## src/rtl/lcpt_pkg.sv

```systemverilog
// shared types, constants and pattern tables for the led chaser with pwm tail
`default_nettype none

package lcpt_pkg;

	// ring geometry
	localparam int RING_DEPTH = 16;
	localparam int LED_COUNT  = 8;
	localparam int RING_IDX_W = $clog2(RING_DEPTH);

	// field widths
	localparam int DUTY_W  = 8;
	localparam int LEVEL_W = 8;
	localparam int PHASE_W = 2;
	localparam int CFG_W   = 8;
	localparam int CFG_IDX_W = 2;
	localparam int ROT_W   = 4;

	// pattern tables
	localparam int TABLE_LEN = 16;
	localparam logic [DUTY_W-1:0] LEFT_TAB [TABLE_LEN] = '{
		8'd0, 8'd0, 8'd0, 8'd0, 8'd0, 8'd0, 8'd0, 8'd0,
		8'd100, 8'd50, 8'd25, 8'd12, 8'd6, 8'd3, 8'd1, 8'd0
	};
	localparam logic [DUTY_W-1:0] RIGHT_TAB [TABLE_LEN] = '{
		8'd0, 8'd0, 8'd0, 8'd0, 8'd0, 8'd0, 8'd0, 8'd0,
		8'd0, 8'd1, 8'd3, 8'd6, 8'd12, 8'd25, 8'd50, 8'd100
	};

	// displays per phase
	localparam logic [ROT_W:0] SWEEP_ROTATIONS  = 5'd9;
	localparam logic [ROT_W:0] CENTER_ROTATIONS = 5'd15;

	// register reset values
	localparam logic [CFG_W-1:0] FRAMES_RESET = 8'd4;
	localparam logic [CFG_W-1:0] PERIOD_RESET = 8'd100;

	// configuration register indexes
	localparam logic [CFG_IDX_W-1:0] CFG_FRAMES_PER_SHIFT = 2'd0;
	localparam logic [CFG_IDX_W-1:0] CFG_PWM_PERIOD       = 2'd1;

	typedef enum logic [PHASE_W-1:0] {
		PH_RIGHT  = 2'd0,
		PH_LEFT   = 2'd1,
		PH_CENTER = 2'd2
	} phase_t;

	typedef enum logic [2:0] {
		CMD_HOLD,
		CMD_LOAD_RIGHT,
		CMD_LOAD_LEFT,
		CMD_LOAD_CENTER,
		CMD_ROT_RIGHT,
		CMD_ROT_LEFT,
		CMD_CENTER_STEP
	} cell_cmd_t;

	// control broadcast to every ring cell
	typedef struct packed {
		cell_cmd_t          cmd;
		logic [DUTY_W-1:0]  step;
	} cell_ctl_t;

	// per-cell load values, fixed by the cell position
	typedef struct packed {
		logic [DUTY_W-1:0] sweep_right;
		logic [DUTY_W-1:0] sweep_left;
		logic [DUTY_W-1:0] sweep_center;
		logic [DUTY_W-1:0] left_plain;
		logic [DUTY_W-1:0] right_plain;
		logic [DUTY_W-1:0] left_rot;
		logic [DUTY_W-1:0] right_rot;
	} cell_load_t;

	// table entries beyond the given ones read as zero
	function automatic logic [DUTY_W-1:0] left_entry(input int idx);
		logic [DUTY_W-1:0] v;
		v = '0;
		if (idx < TABLE_LEN) begin
			v = LEFT_TAB[idx];
		end
		return v;
	endfunction

	function automatic logic [DUTY_W-1:0] right_entry(input int idx);
		logic [DUTY_W-1:0] v;
		v = '0;
		if (idx < TABLE_LEN) begin
			v = RIGHT_TAB[idx];
		end
		return v;
	endfunction

	function automatic logic [DUTY_W-1:0] duty_max(input logic [DUTY_W-1:0] a,
		input logic [DUTY_W-1:0] b);
		return (a > b) ? a : b;
	endfunction

	// load values for the cell at position idx
	function automatic cell_load_t cell_load(input int idx);
		cell_load_t l;
		int prv;
		int nxt;
		prv = (idx + RING_DEPTH - 1) % RING_DEPTH;
		nxt = (idx + 1) % RING_DEPTH;
		l.sweep_right  = right_entry(prv);
		l.sweep_left   = left_entry(nxt);
		l.left_rot     = left_entry(nxt);
		l.right_rot    = right_entry(prv);
		l.sweep_center = duty_max(left_entry(nxt), right_entry(prv));
		l.left_plain   = left_entry(idx);
		l.right_plain  = right_entry(idx);
		return l;
	endfunction

endpackage

`default_nettype wire

```

## src/rtl/lcpt_if.sv

```systemverilog
// handshake channel interfaces: tick input, led result and configuration write
`default_nettype none

interface lcpt_tick_if import lcpt_pkg::*; ();
	logic valid;
	logic ready;
	logic restart;

	modport source (output valid, output restart, input ready);
	modport sink (input valid, input restart, output ready);
endinterface

interface lcpt_led_if import lcpt_pkg::*; ();
	logic               valid;
	logic               ready;
	logic [LEVEL_W-1:0] led_levels;
	logic [PHASE_W-1:0] phase;
	logic               period_start;

	modport source (output valid, output led_levels, output phase, output period_start,
		input ready);
	modport sink (input valid, input led_levels, input phase, input period_start,
		output ready);
endinterface

interface lcpt_cfg_if import lcpt_pkg::*; ();
	logic                 valid;
	logic                 ready;
	logic [CFG_IDX_W-1:0] index;
	logic [CFG_W-1:0]     data;

	modport source (output valid, output index, output data, input ready);
	modport sink (input valid, input index, input data, output ready);
endinterface

`default_nettype wire

```

## src/rtl/led_chaser_pwm_tail_unit.sv

```systemverilog
// top level of the led chaser with pwm fading tail: control plus a ring of cells
//
//  channel | role | transfer carries
//  --------+------+---------------------------------------------------
//  tick    | sink | restart
//  led     | src  | led_levels, phase, period_start
//  cfg     | sink | index (0 frames_per_shift, 1 pwm_period), data
//
// one tick per cycle while the result is taken; its result is registered and shows in the cycle after the transfer.
// all ring entries load or rotate in that same cycle through neighbour links of the cells.
// a stalled result holds tick.ready low only while led.ready is low; cfg is always ready.
// reset loads the rings and counters at once, no clearing pass.
`default_nettype none

module led_chaser_pwm_tail_unit import lcpt_pkg::*; (
	input  wire logic  clk,
	input  wire logic  arst_n,
	lcpt_tick_if.sink  tick,
	lcpt_led_if.source led,
	lcpt_cfg_if.sink   cfg
);

	cell_ctl_t          ctl;
	logic [DUTY_W-1:0]  sweep [RING_DEPTH];
	logic [DUTY_W-1:0]  left  [RING_DEPTH];
	logic [DUTY_W-1:0]  right [RING_DEPTH];
	logic [RING_DEPTH-1:0] off;
	logic [LEVEL_W-1:0] led_off;

	lcpt_ctrl u_ctrl (
		.clk     (clk),
		.arst_n  (arst_n),
		.tick    (tick),
		.led     (led),
		.cfg     (cfg),
		.led_off (led_off),
		.ctl     (ctl)
	);

	// ring of cells, each linked to both neighbours
	for (genvar i = 0; i < RING_DEPTH; i++) begin : g_cell
		localparam int PRV = (i + RING_DEPTH - 1) % RING_DEPTH;
		localparam int NXT = (i + 1) % RING_DEPTH;
		cell_load_t load;

		assign load = cell_load(i);

		lcpt_cell u_cell (
			.clk        (clk),
			.arst_n     (arst_n),
			.ctl        (ctl),
			.load       (load),
			.sweep_prev (sweep[PRV]),
			.sweep_next (sweep[NXT]),
			.left_next  (left[NXT]),
			.right_prev (right[PRV]),
			.sweep      (sweep[i]),
			.left       (left[i]),
			.right      (right[i]),
			.off        (off[i])
		);
	end

	// led off bits: leds past the ring are off, leds past the count are not shown
	for (genvar j = 0; j < LEVEL_W; j++) begin : g_led
		if (j < LED_COUNT && j < RING_DEPTH) begin : g_ring
			assign led_off[j] = off[j];
		end else if (j < LED_COUNT) begin : g_dark
			assign led_off[j] = 1'b1;
		end else begin : g_none
			assign led_off[j] = 1'b0;
		end
	end

endmodule

`default_nettype wire

```

## src/rtl/lcpt_cell.sv

```systemverilog
// one ring cell: holds one entry of each duty ring and its led compare
`default_nettype none

module lcpt_cell import lcpt_pkg::*; (
	input  wire logic              clk,
	input  wire logic              arst_n,
	input  wire cell_ctl_t         ctl,
	input  wire cell_load_t        load,
	input  wire logic [DUTY_W-1:0] sweep_prev,
	input  wire logic [DUTY_W-1:0] sweep_next,
	input  wire logic [DUTY_W-1:0] left_next,
	input  wire logic [DUTY_W-1:0] right_prev,
	output logic      [DUTY_W-1:0] sweep,
	output logic      [DUTY_W-1:0] left,
	output logic      [DUTY_W-1:0] right,
	output logic                   off
);

	logic [DUTY_W-1:0] sweep_q;
	logic [DUTY_W-1:0] left_q;
	logic [DUTY_W-1:0] right_q;

	// ring entries: load, rotate or hold
	always_ff @(posedge clk or negedge arst_n) begin
		if (!arst_n) begin
			sweep_q <= load.sweep_right;
			left_q  <= load.left_plain;
			right_q <= load.right_plain;
		end else begin
			case (ctl.cmd)
				CMD_LOAD_RIGHT: begin
					sweep_q <= load.sweep_right;
					left_q  <= load.left_plain;
					right_q <= load.right_plain;
				end
				CMD_LOAD_LEFT: begin
					sweep_q <= load.sweep_left;
				end
				CMD_LOAD_CENTER: begin
					sweep_q <= load.sweep_center;
					left_q  <= load.left_rot;
					right_q <= load.right_rot;
				end
				CMD_ROT_RIGHT: begin
					sweep_q <= sweep_prev;
				end
				CMD_ROT_LEFT: begin
					sweep_q <= sweep_next;
				end
				CMD_CENTER_STEP: begin
					left_q  <= left_next;
					right_q <= right_prev;
					sweep_q <= duty_max(left_next, right_prev);
				end
				default: begin
					sweep_q <= sweep_q;
				end
			endcase
		end
	end

	// led off once the step reaches the duty value
	assign off   = (ctl.step >= sweep_q);
	assign sweep = sweep_q;
	assign left  = left_q;
	assign right = right_q;

endmodule

`default_nettype wire

```

## src/rtl/lcpt_ctrl.sv

```systemverilog
// counters, phase sequencing, configuration registers and result register
`default_nettype none

module lcpt_ctrl import lcpt_pkg::*; (
	input  wire logic               clk,
	input  wire logic               arst_n,
	lcpt_tick_if.sink               tick,
	lcpt_led_if.source              led,
	lcpt_cfg_if.sink                cfg,
	input  wire logic [LEVEL_W-1:0] led_off,
	output cell_ctl_t               ctl
);

	logic [CFG_W-1:0]  frames_q;
	logic [CFG_W-1:0]  period_q;
	logic [DUTY_W-1:0] step_q;
	logic [CFG_W-1:0]  frame_q;
	logic [ROT_W-1:0]  rot_q;
	phase_t            phase_q;

	logic               out_valid_q;
	logic [LEVEL_W-1:0] levels_q;
	logic [PHASE_W-1:0] phase_out_q;
	logic               start_q;

	logic              accept;
	phase_t            cur_phase;
	phase_t            next_phase;
	logic [DUTY_W:0]   step_inc;
	logic [CFG_W:0]    frame_inc;
	logic [ROT_W:0]    rot_inc;
	logic [ROT_W:0]    rot_limit;
	logic              step_wrap;
	logic              frame_wrap;
	logic              phase_end;

	// a result waiting in the output register holds off the next tick until led.ready is high
	assign tick.ready = !out_valid_q || led.ready;
	assign accept     = tick.valid && tick.ready;
	assign cfg.ready  = 1'b1;

	// configuration registers
	always_ff @(posedge clk or negedge arst_n) begin
		if (!arst_n) begin
			frames_q <= FRAMES_RESET;
			period_q <= PERIOD_RESET;
		end else if (cfg.valid) begin
			case (cfg.index)
				CFG_FRAMES_PER_SHIFT: frames_q <= cfg.data;
				CFG_PWM_PERIOD:       period_q <= cfg.data;
				default:              frames_q <= frames_q;
			endcase
		end
	end

	// counter advance and phase sequencing
	always_comb begin
		cur_phase  = (phase_q == PH_CENTER || phase_q == PH_LEFT) ? phase_q : PH_RIGHT;
		step_inc   = {1'b0, step_q} + 1'b1;
		frame_inc  = {1'b0, frame_q} + 1'b1;
		rot_inc    = {1'b0, rot_q} + 1'b1;
		rot_limit  = (cur_phase == PH_CENTER) ? CENTER_ROTATIONS : SWEEP_ROTATIONS;
		step_wrap  = (step_inc >= {1'b0, period_q});
		frame_wrap = (frame_inc >= {1'b0, frames_q});
		phase_end  = (rot_inc >= rot_limit);
		case (cur_phase)
			PH_RIGHT:  next_phase = PH_LEFT;
			PH_LEFT:   next_phase = PH_CENTER;
			default:   next_phase = PH_RIGHT;
		endcase

		ctl.step = step_q;
		ctl.cmd  = CMD_HOLD;
		if (accept) begin
			if (tick.restart) begin
				ctl.cmd = CMD_LOAD_RIGHT;
			end else if (step_wrap && frame_wrap) begin
				if (phase_end) begin
					case (next_phase)
						PH_LEFT:   ctl.cmd = CMD_LOAD_LEFT;
						PH_CENTER: ctl.cmd = CMD_LOAD_CENTER;
						default:   ctl.cmd = CMD_LOAD_RIGHT;
					endcase
				end else begin
					case (cur_phase)
						PH_LEFT:   ctl.cmd = CMD_ROT_LEFT;
						PH_CENTER: ctl.cmd = CMD_CENTER_STEP;
						default:   ctl.cmd = CMD_ROT_RIGHT;
					endcase
				end
			end
		end
	end

	// step, frame, rotation and phase counters
	always_ff @(posedge clk or negedge arst_n) begin
		if (!arst_n) begin
			step_q  <= '0;
			frame_q <= '0;
			rot_q   <= '0;
			phase_q <= PH_RIGHT;
		end else if (accept) begin
			if (tick.restart) begin
				step_q  <= '0;
				frame_q <= '0;
				rot_q   <= '0;
				phase_q <= PH_RIGHT;
			end else if (!step_wrap) begin
				step_q <= step_inc[DUTY_W-1:0];
			end else begin
				step_q <= '0;
				if (!frame_wrap) begin
					frame_q <= frame_inc[CFG_W-1:0];
				end else begin
					frame_q <= '0;
					if (phase_end) begin
						rot_q   <= '0;
						phase_q <= next_phase;
					end else begin
						rot_q   <= rot_inc[ROT_W-1:0];
						phase_q <= cur_phase;
					end
				end
			end
		end
	end

	// result register valid
	always_ff @(posedge clk or negedge arst_n) begin
		if (!arst_n) begin
			out_valid_q <= 1'b0;
		end else if (accept) begin
			out_valid_q <= 1'b1;
		end else if (led.ready) begin
			out_valid_q <= 1'b0;
		end
	end

	// result payload, taken from the state before the update
	always_ff @(posedge clk) begin
		if (accept) begin
			if (tick.restart) begin
				levels_q    <= '1;
				phase_out_q <= PH_RIGHT;
				start_q     <= 1'b0;
			end else begin
				levels_q    <= led_off;
				phase_out_q <= cur_phase;
				start_q     <= (step_q == '0);
			end
		end
	end

	assign led.valid        = out_valid_q;
	assign led.led_levels   = levels_q;
	assign led.phase        = phase_out_q;
	assign led.period_start = start_q;

endmodule

`default_nettype wire
```

## src/flat_wrapper.sv

```systemverilog
// flat-port wrapper written by rule: the top's interface ports become plain ports
module led_chaser_pwm_tail_unit_flat import lcpt_pkg::*;
  (clk, arst_n, tick_valid, tick_restart, tick_ready, led_valid, led_led_levels, led_phase, led_period_start, led_ready, cfg_valid, cfg_index, cfg_data, cfg_ready);
  lcpt_tick_if tick_i ();
  lcpt_led_if led_i ();
  lcpt_cfg_if cfg_i ();
  input  wire logic clk;
  input  wire logic arst_n;
  input wire logic [$bits(tick_i.valid)-1:0] tick_valid;
  input wire logic [$bits(tick_i.restart)-1:0] tick_restart;
  output wire logic [$bits(tick_i.ready)-1:0] tick_ready;
  output wire logic [$bits(led_i.valid)-1:0] led_valid;
  output wire logic [$bits(led_i.led_levels)-1:0] led_led_levels;
  output wire logic [$bits(led_i.phase)-1:0] led_phase;
  output wire logic [$bits(led_i.period_start)-1:0] led_period_start;
  input wire logic [$bits(led_i.ready)-1:0] led_ready;
  input wire logic [$bits(cfg_i.valid)-1:0] cfg_valid;
  input wire logic [$bits(cfg_i.index)-1:0] cfg_index;
  input wire logic [$bits(cfg_i.data)-1:0] cfg_data;
  output wire logic [$bits(cfg_i.ready)-1:0] cfg_ready;
  assign tick_i.valid = tick_valid;
  assign tick_i.restart = tick_restart;
  assign tick_ready = tick_i.ready;
  assign led_valid = led_i.valid;
  assign led_led_levels = led_i.led_levels;
  assign led_phase = led_i.phase;
  assign led_period_start = led_i.period_start;
  assign led_i.ready = led_ready;
  assign cfg_i.valid = cfg_valid;
  assign cfg_i.index = cfg_index;
  assign cfg_i.data = cfg_data;
  assign cfg_ready = cfg_i.ready;
  led_chaser_pwm_tail_unit u_core (.clk(clk), .arst_n(arst_n), .tick(tick_i), .led(led_i), .cfg(cfg_i));
endmodule
```

## config.mk

```make
export PLATFORM = sky130hd
export DESIGN_NAME = led_chaser_pwm_tail_unit_flat
export DESIGN_NICKNAME = d
export VERILOG_FILES = /design/src/rtl/lcpt_pkg.sv /design/src/rtl/lcpt_if.sv /design/src/rtl/led_chaser_pwm_tail_unit.sv /design/src/rtl/lcpt_cell.sv /design/src/rtl/lcpt_ctrl.sv /design/src/flat_wrapper.sv
export SDC_FILE = /design/constraint.sdc
export NUM_CORES = 1
export LEC_CHECK = 0
export BUFFER_PORTS_ARGS = -buffer_cell sky130_fd_sc_hd__clkbuf_2
export CAP_MARGIN = 0
export CORE_MARGIN = 2
export CORE_UTILIZATION = 64
export DETAILED_ROUTE_END_ITERATION = 6
export HOLD_SLACK_MARGIN = 0.06
export PLACE_DENSITY = 0.83
export SLEW_MARGIN = 0
export SYNTH_ARGS = -nofsm -noshare
export SYNTH_HDL_FRONTEND = slang
export SYNTH_SLANG_ARGS = --single-unit
```

## constraint.sdc

```tcl
create_clock -name clk -period 3.55 [get_ports clk]
set_input_delay 0.1775 -clock clk [delete_from_list [all_inputs] [get_ports clk]]
set_output_delay 0.1775 -clock clk [all_outputs]
set_load 0.01 [all_outputs]
```

==> results of run 1 <==
## routing by layer
metal	wire length (um)	up-vias
met1	28300	10065
li1	-	8731
met5	0	-
met3	6110	194
met2	33700	1102
met4	2670	0
## cells in the final DEF (no fill, tap or decap), types with 10 or more instances in the layout
master / count
mux2_2: 49
o22a_1: 10
dfrtp_1: 370
clkbuf_1: 13
a21oi_1: 129
dfstp_2: 52
o22ai_1: 109
clkbuf_2: 27
inv_1: 215
a211oi_1: 12
a221oi_1: 26
a221o_1: 72
a22o_1: 110
o21ai_0: 86
nand4_1: 12
nor2b_1: 25
nor2_1: 57
or2_2: 11
buf_12: 24
nand3_1: 42
and3_1: 14
dlygate4sd3_1: 16
ha_1: 217
buf_4: 60
mux2i_1: 127
clkbuf_16: 49
edfxtp_1: 11
nand2b_1: 15
a21o_1: 34
nand2_1: 203
o221ai_1: 66
## cells in the mapped netlist (7+ instances only)
cell        n  share of area [%]
dfrtp_1   371                 38
a221oi_1   27               0.98
and3_1     14               0.36
o221ai_1   66                2.4
edfxtp_1   11                1.4
nor3_1     11               0.23
o22a_1     10               0.36
a21oi_1   129                2.7
o21ai_0    86                1.8
nand2_1   203                3.2
nor2b_1    25               0.65
nor2_1     57               0.89
clkbuf_1   50               0.78
a21o_1     34                1.1
dfstp_2    52                5.7
mux2_2     49                2.3
a221o_1    73                3.0
buf_2      62                1.3
a22o_1    110                4.0
buf_1      15               0.23
buf_4       8               0.25
a211oi_1   14               0.43
nand4_1    12               0.31
nor4_1      9               0.23
nand3_1    42               0.87
xnor2_1     7               0.25
o31ai_1     7               0.22
mux2i_1   127                5.3
inv_1     215                3.3
or2_2      11               0.28
nand2b_1   15               0.39
o22ai_1   110                2.8
ha_1      218                 11
## sequential cells by signal, summed over array words and instances (netlist names)
signal                          flops
u_core.u_ctrl.led.valid             1
u_core.g_cell.u_cell.sweep        128
u_core.u_ctrl.frames_q              8
u_core.u_ctrl.rot_q                 4
u_core.u_ctrl.phase_q               2
u_core.u_ctrl.step_q                8
u_core.u_ctrl.led.phase             2
u_core.g_cell.u_cell.right        128
u_core.g_cell.u_cell.left         128
u_core.u_ctrl.frame_q               8
u_core.u_ctrl.period_q              8
u_core.u_ctrl.led.period_start      1
u_core.u_ctrl.led.led_levels        8
## report_power, final
group          switching [mW]  internal, mW
Combinational           0.821         0.542
Sequential              0.115          5.15
Clock                    2.06          3.10
## logic make-up after synthesis
logic type | synth area share (%)
buffers and inverters | 5.88
XOR/XNOR | 0.471
adder cells (fa/ha/maj) | 11.3
other | 0.0155
multiplexers | 7.54
AO/OA/AOI/OAI | 21.6
flip-flops | 45.4
AND/OR/NAND/NOR | 7.73
## worst register-to-register path, stage by stage, from the launching register on
cell and delay [ps]:
dfrtp_1 380, ha_1 190, nand3_1 120, inv_1 80, nand3_1 150, xnor2_2 180, ha_1 300, o21a_1 140
o21a_1 190, a211o_1 380, o221ai_4 290, buf_6 200, or2_4 260, buf_12 150, buf_16 170, o221ai_1 180
## final cells by class
class                   instances  share of cell area (%)
clock buffers                  70                    5.02
well taps                     511                    2.34
multi-input cells            1539                    43.7
flip-flops and latches        434                    40.2
repair buffers                135                    5.00
clock inverters                15                   0.837
inverters                     215                    2.95
## how the worst max path moves through the flow
stage,start,to,slack (ps),cells past startpoint
after global placement,u_core.u_ctrl.frame_q[1],u_core.g_cell[11].u_cell.sweep[0],80,14
after CTS,u_core.u_ctrl.step_q[0],u_core.g_cell[1].u_cell.left[2],-20,12
after detailed placement,u_core.u_ctrl.frame_q[1],u_core.g_cell[11].u_cell.sweep[0],-70,14
final,u_core.u_ctrl.frame_q[1],u_core.g_cell[7].u_cell.sweep[4],40,15
after floorplan,u_core.u_ctrl.step_q[1],u_core.g_cell[0].u_cell.sweep[7],290,14
after global routing,u_core.u_ctrl.frame_q[1],u_core.g_cell[6].u_cell.sweep[7],-70,15
## stage by stage
| step | setup TNS (ps) | total power, mW | area, um2 |
|---|---|---|---|
| final | 0 | 11.8 | 27300 |
| after CTS | -43.8 | 11.7 | 27000 |
| after floorplan | 0 | 6.12 | 24200 |
| after detailed placement | -128 | 6.61 | 25200 |
| after global routing | -3290 | 12.1 | 27300 |
| after global placement | 0 | 6.55 | 25200 |
## what timing repair did
item,in CTS,in global routing
setup endpoints to repair,58,379
pin swaps,3,7
gates cloned,0,5
hold buffers,16,0
gates resized for setup,6,17
setup buffers,0,16
endpoints found under the hold margin,102,0
==> summary.txt, run 1 <==
Drt
  • Post-Route WL: 70700 um
  • Vias per cell: 6.88
  • First-pass DRT Iterations: 6
  • WL/cell: 24.2 um
  • Violation count after the first detailed-route iteration: 2225
  • Antenna viol nets, final: 0
  • DRC: 0
  • Vias: 20092

Cells and area
  • # diodes: 0
  • Sequential Area: 0.0110 mm2
  • Fin nets: 2605
  • Area grow syn2layout: 13.2%
  • Layout cells sized above 1: 14.1%
  • Layout Utilization: 73.1%
  • Filler cells: 2435
  • Area of the multi-input gates: 0.0119 mm2
  • Fin cells: 2919

Clock tree
  • CTS tree: yes
  • Worst-skew pair later-pin latency: 590 ps
  • Root Buffer: clkbuf_16
  • H-tree level count: 2
  • Num CTS Buffers: 46
  • Worst-path clk slew: 70 ps
  • Longest Clk Path Bufs: 3
  • Clk sinks: 434

Power
  • Peak VDD IR: 0.409 mV
  • Static Leak: 12.7 nW
  • Power per cell area: 431 mW/mm2

Synthesis
  • Syn avg cell area: 10.4 um2
  • Async SR Flop Fraction: 97.5%
  • Syn_nets: 2553
  • #FFs+latches synth: 434
  • EDFF count, synth: 11
  • Top FF cell, synth: dfrtp_1
  • Synth Warn #: 0
  • Synthesized cell area: 0.0242 mm2
  • Sequential area share after synthesis: 45.4%
  • Mapped Cells: 2319
  • Synth cell types: 65

Floorplan
  • Placement Rows: 71
  • Die area: 0.0393 mm2
  • Core area: 0.0374 mm2
  • Die Width: 198 um
  • Die Y: 198 um
  • Number of I/O pins: 30
  • Initial Util: 64.6%

Worst setup path
  • Worst EP arrival: 3960 ps
  • Max stage delay on crit path: 380 ps
  • Startpoint type of the worst setup path: flop
  • Crit path max-delay cell type: dfrtp_1
  • CP Capture Type: flop
  • RR Endpoint: u_core.g_cell[7].u_cell.sweep[4]
  • Reg-to-reg setup timing slack: 40 ps
  • Worst Path Max Fanout: 31
  • Buffer and inverter count on the worst path: 4
  • Reg2Reg Launch Point: u_core.u_ctrl.frame_q[1]
  • Crit Path Category: reg -> reg
  • Critical path data required time: 3990 ps
  • CP top delay family: compound AO/OA/AOI/OAI gates
  • CP Cell Sequence: ha_1 > nand3_1 > inv_1 > nand3_1 > xnor2_2 > ha_1 > o21a_1 > o21a_1 > a211o_1 > o221ai_4 > buf_6 > or2_4 > buf_12 > buf_16 > o221ai_1
  • Register-to-Register Path Depth: 15

Timing
  • Slew margin rel.: 36.8%
  • Min Hold Slack: 131 ps
  • Fin Clk Skew: 14.8 ps
  • Tightest Pin Transition: 947 ps
  • Final-report hold violation count: 0
  • Setup violations, final: 0
  • Tcrit/Tclk final: 99.0%
  • Fin crit period: 3510 ps
  • Setup ws final: 35.0 ps
  • Max-slew violation total from the final report: 0
  • Max Clock Freq: 0.284 GHz

GRT
  • GRT Overall Usage: 35.6%
  • M1 GR Usage: 48.4%
  • Met2 Usage GRT: 57.9%
  • Initial antenna violation count: 0
  • Wire length of the first global-routing pass: 109000 um
  • Met3 usage: 5.67%
  • Largest net degree at the start of global routing: 131
  • Gr busiest metal: met2
  • Congestion Overflow GR: 0
  • Vias in the first global route: 19750

Placed design
  • Worst slack at placement: -65.1 ps
  • PortBufs: 28
  • Dpl hpwl: 45800 um
  • GPL Wtd Cong: 0.919
  • Dpl cells: 2797

Run status
  • Run status: complete, no violations

Hold path
  • Worst Hold Launch: cfg_index[1]
  • Hold Crit Endpoint: u_core.u_ctrl.frames_q[3]
  • Hold Path Depth: 5
  • Hold WC Path Type: in -> reg

Run
  • MaxCap Viol Count: 0
Note: power is estimated with default switching activity, not from simulation.
==> run 2, diff against run 1 <==
--- a/config.mk
+++ b/config.mk
@@ -7,12 +7,10 @@
 export LEC_CHECK = 0
 export BUFFER_PORTS_ARGS = -buffer_cell sky130_fd_sc_hd__clkbuf_2
 export CAP_MARGIN = 0
-export CORE_MARGIN = 2
-export CORE_UTILIZATION = 64
 export DETAILED_ROUTE_END_ITERATION = 6
 export HOLD_SLACK_MARGIN = 0.06
-export PLACE_DENSITY = 0.83
 export SLEW_MARGIN = 0
 export SYNTH_ARGS = -nofsm -noshare
 export SYNTH_HDL_FRONTEND = slang
+export SYNTH_HIERARCHICAL = 1
 export SYNTH_SLANG_ARGS = --single-unit
==> summary.txt, run 2 <==
Synthesis
  • Most frequent cell after synthesis: o22ai_1
  • Async SR Flop Fraction: 78.0% (-19 points)
  • Synth cell types: 88 (+35%)
  • YS chip area: 0.0286 mm2
  • Ys cells: 4300
  • Top FF cell, synth: dfrtp_1
  • Synth Area in Compound Gates: 48.8% (+27 points)
  • Post-synth top cells: o22ai_1 (595), a21oi_1 (532), inv_1 (341)
  • Xor and xnor area share after synthesis: 0.307% (-0.16 points)
  • Largest family of logic cells by synthesized area: compound AO/OA/AOI/OAI gates
  • #FFs+latches synth: 50 (-88%)
  • Synth Warn #: 0 (unchanged)
  • Area leader, netlist: o22ai_1
  • Synth top area cells: o22ai_1 (13%), ha_1 (12%), a21oi_1 (9.3%)
  • Sequential area share after synthesis: 4.59% (-41 points)
  • Multiplexer share of the synthesized area: 3.31% (-4.2 points)
  • EDFF count, synth: 11 (unchanged)
  • Synth Area in Adders: 13.9% (+2.6 points)
  • Post-Synth Simple-Gate Area: 17.9% (+10 points)
  • Synth top area share: 13.0% (-25 points)

Run status
  • Log Error: ERROR: Found 384 problems in 'check -assert'.
  • Failing step: synthesis (1_2_yosys)
  • Run status: aborted with a tool error
==> run 2: cell count changes after synthesis, moves of 126 or more <==
cell | before | now
o22ai_1 | 110 | 595
buf_2 | 62 | 189
inv_1 | 215 | 341
o21ai_0 | 86 | 306
a21oi_1 | 129 | 532
nor2_1 | 57 | 280
dfrtp_1 | 371 | 35
==> run 2: cells by family after synthesis <==
family | Yosys count
other | 3
AO/OA/AOI/OAI | 2159
flip-flops | 50
multiplexers | 87
buffers and inverters | 684
XOR/XNOR | 10
AND/OR/NAND/NOR | 981
adder cells (fa/ha/maj) | 326
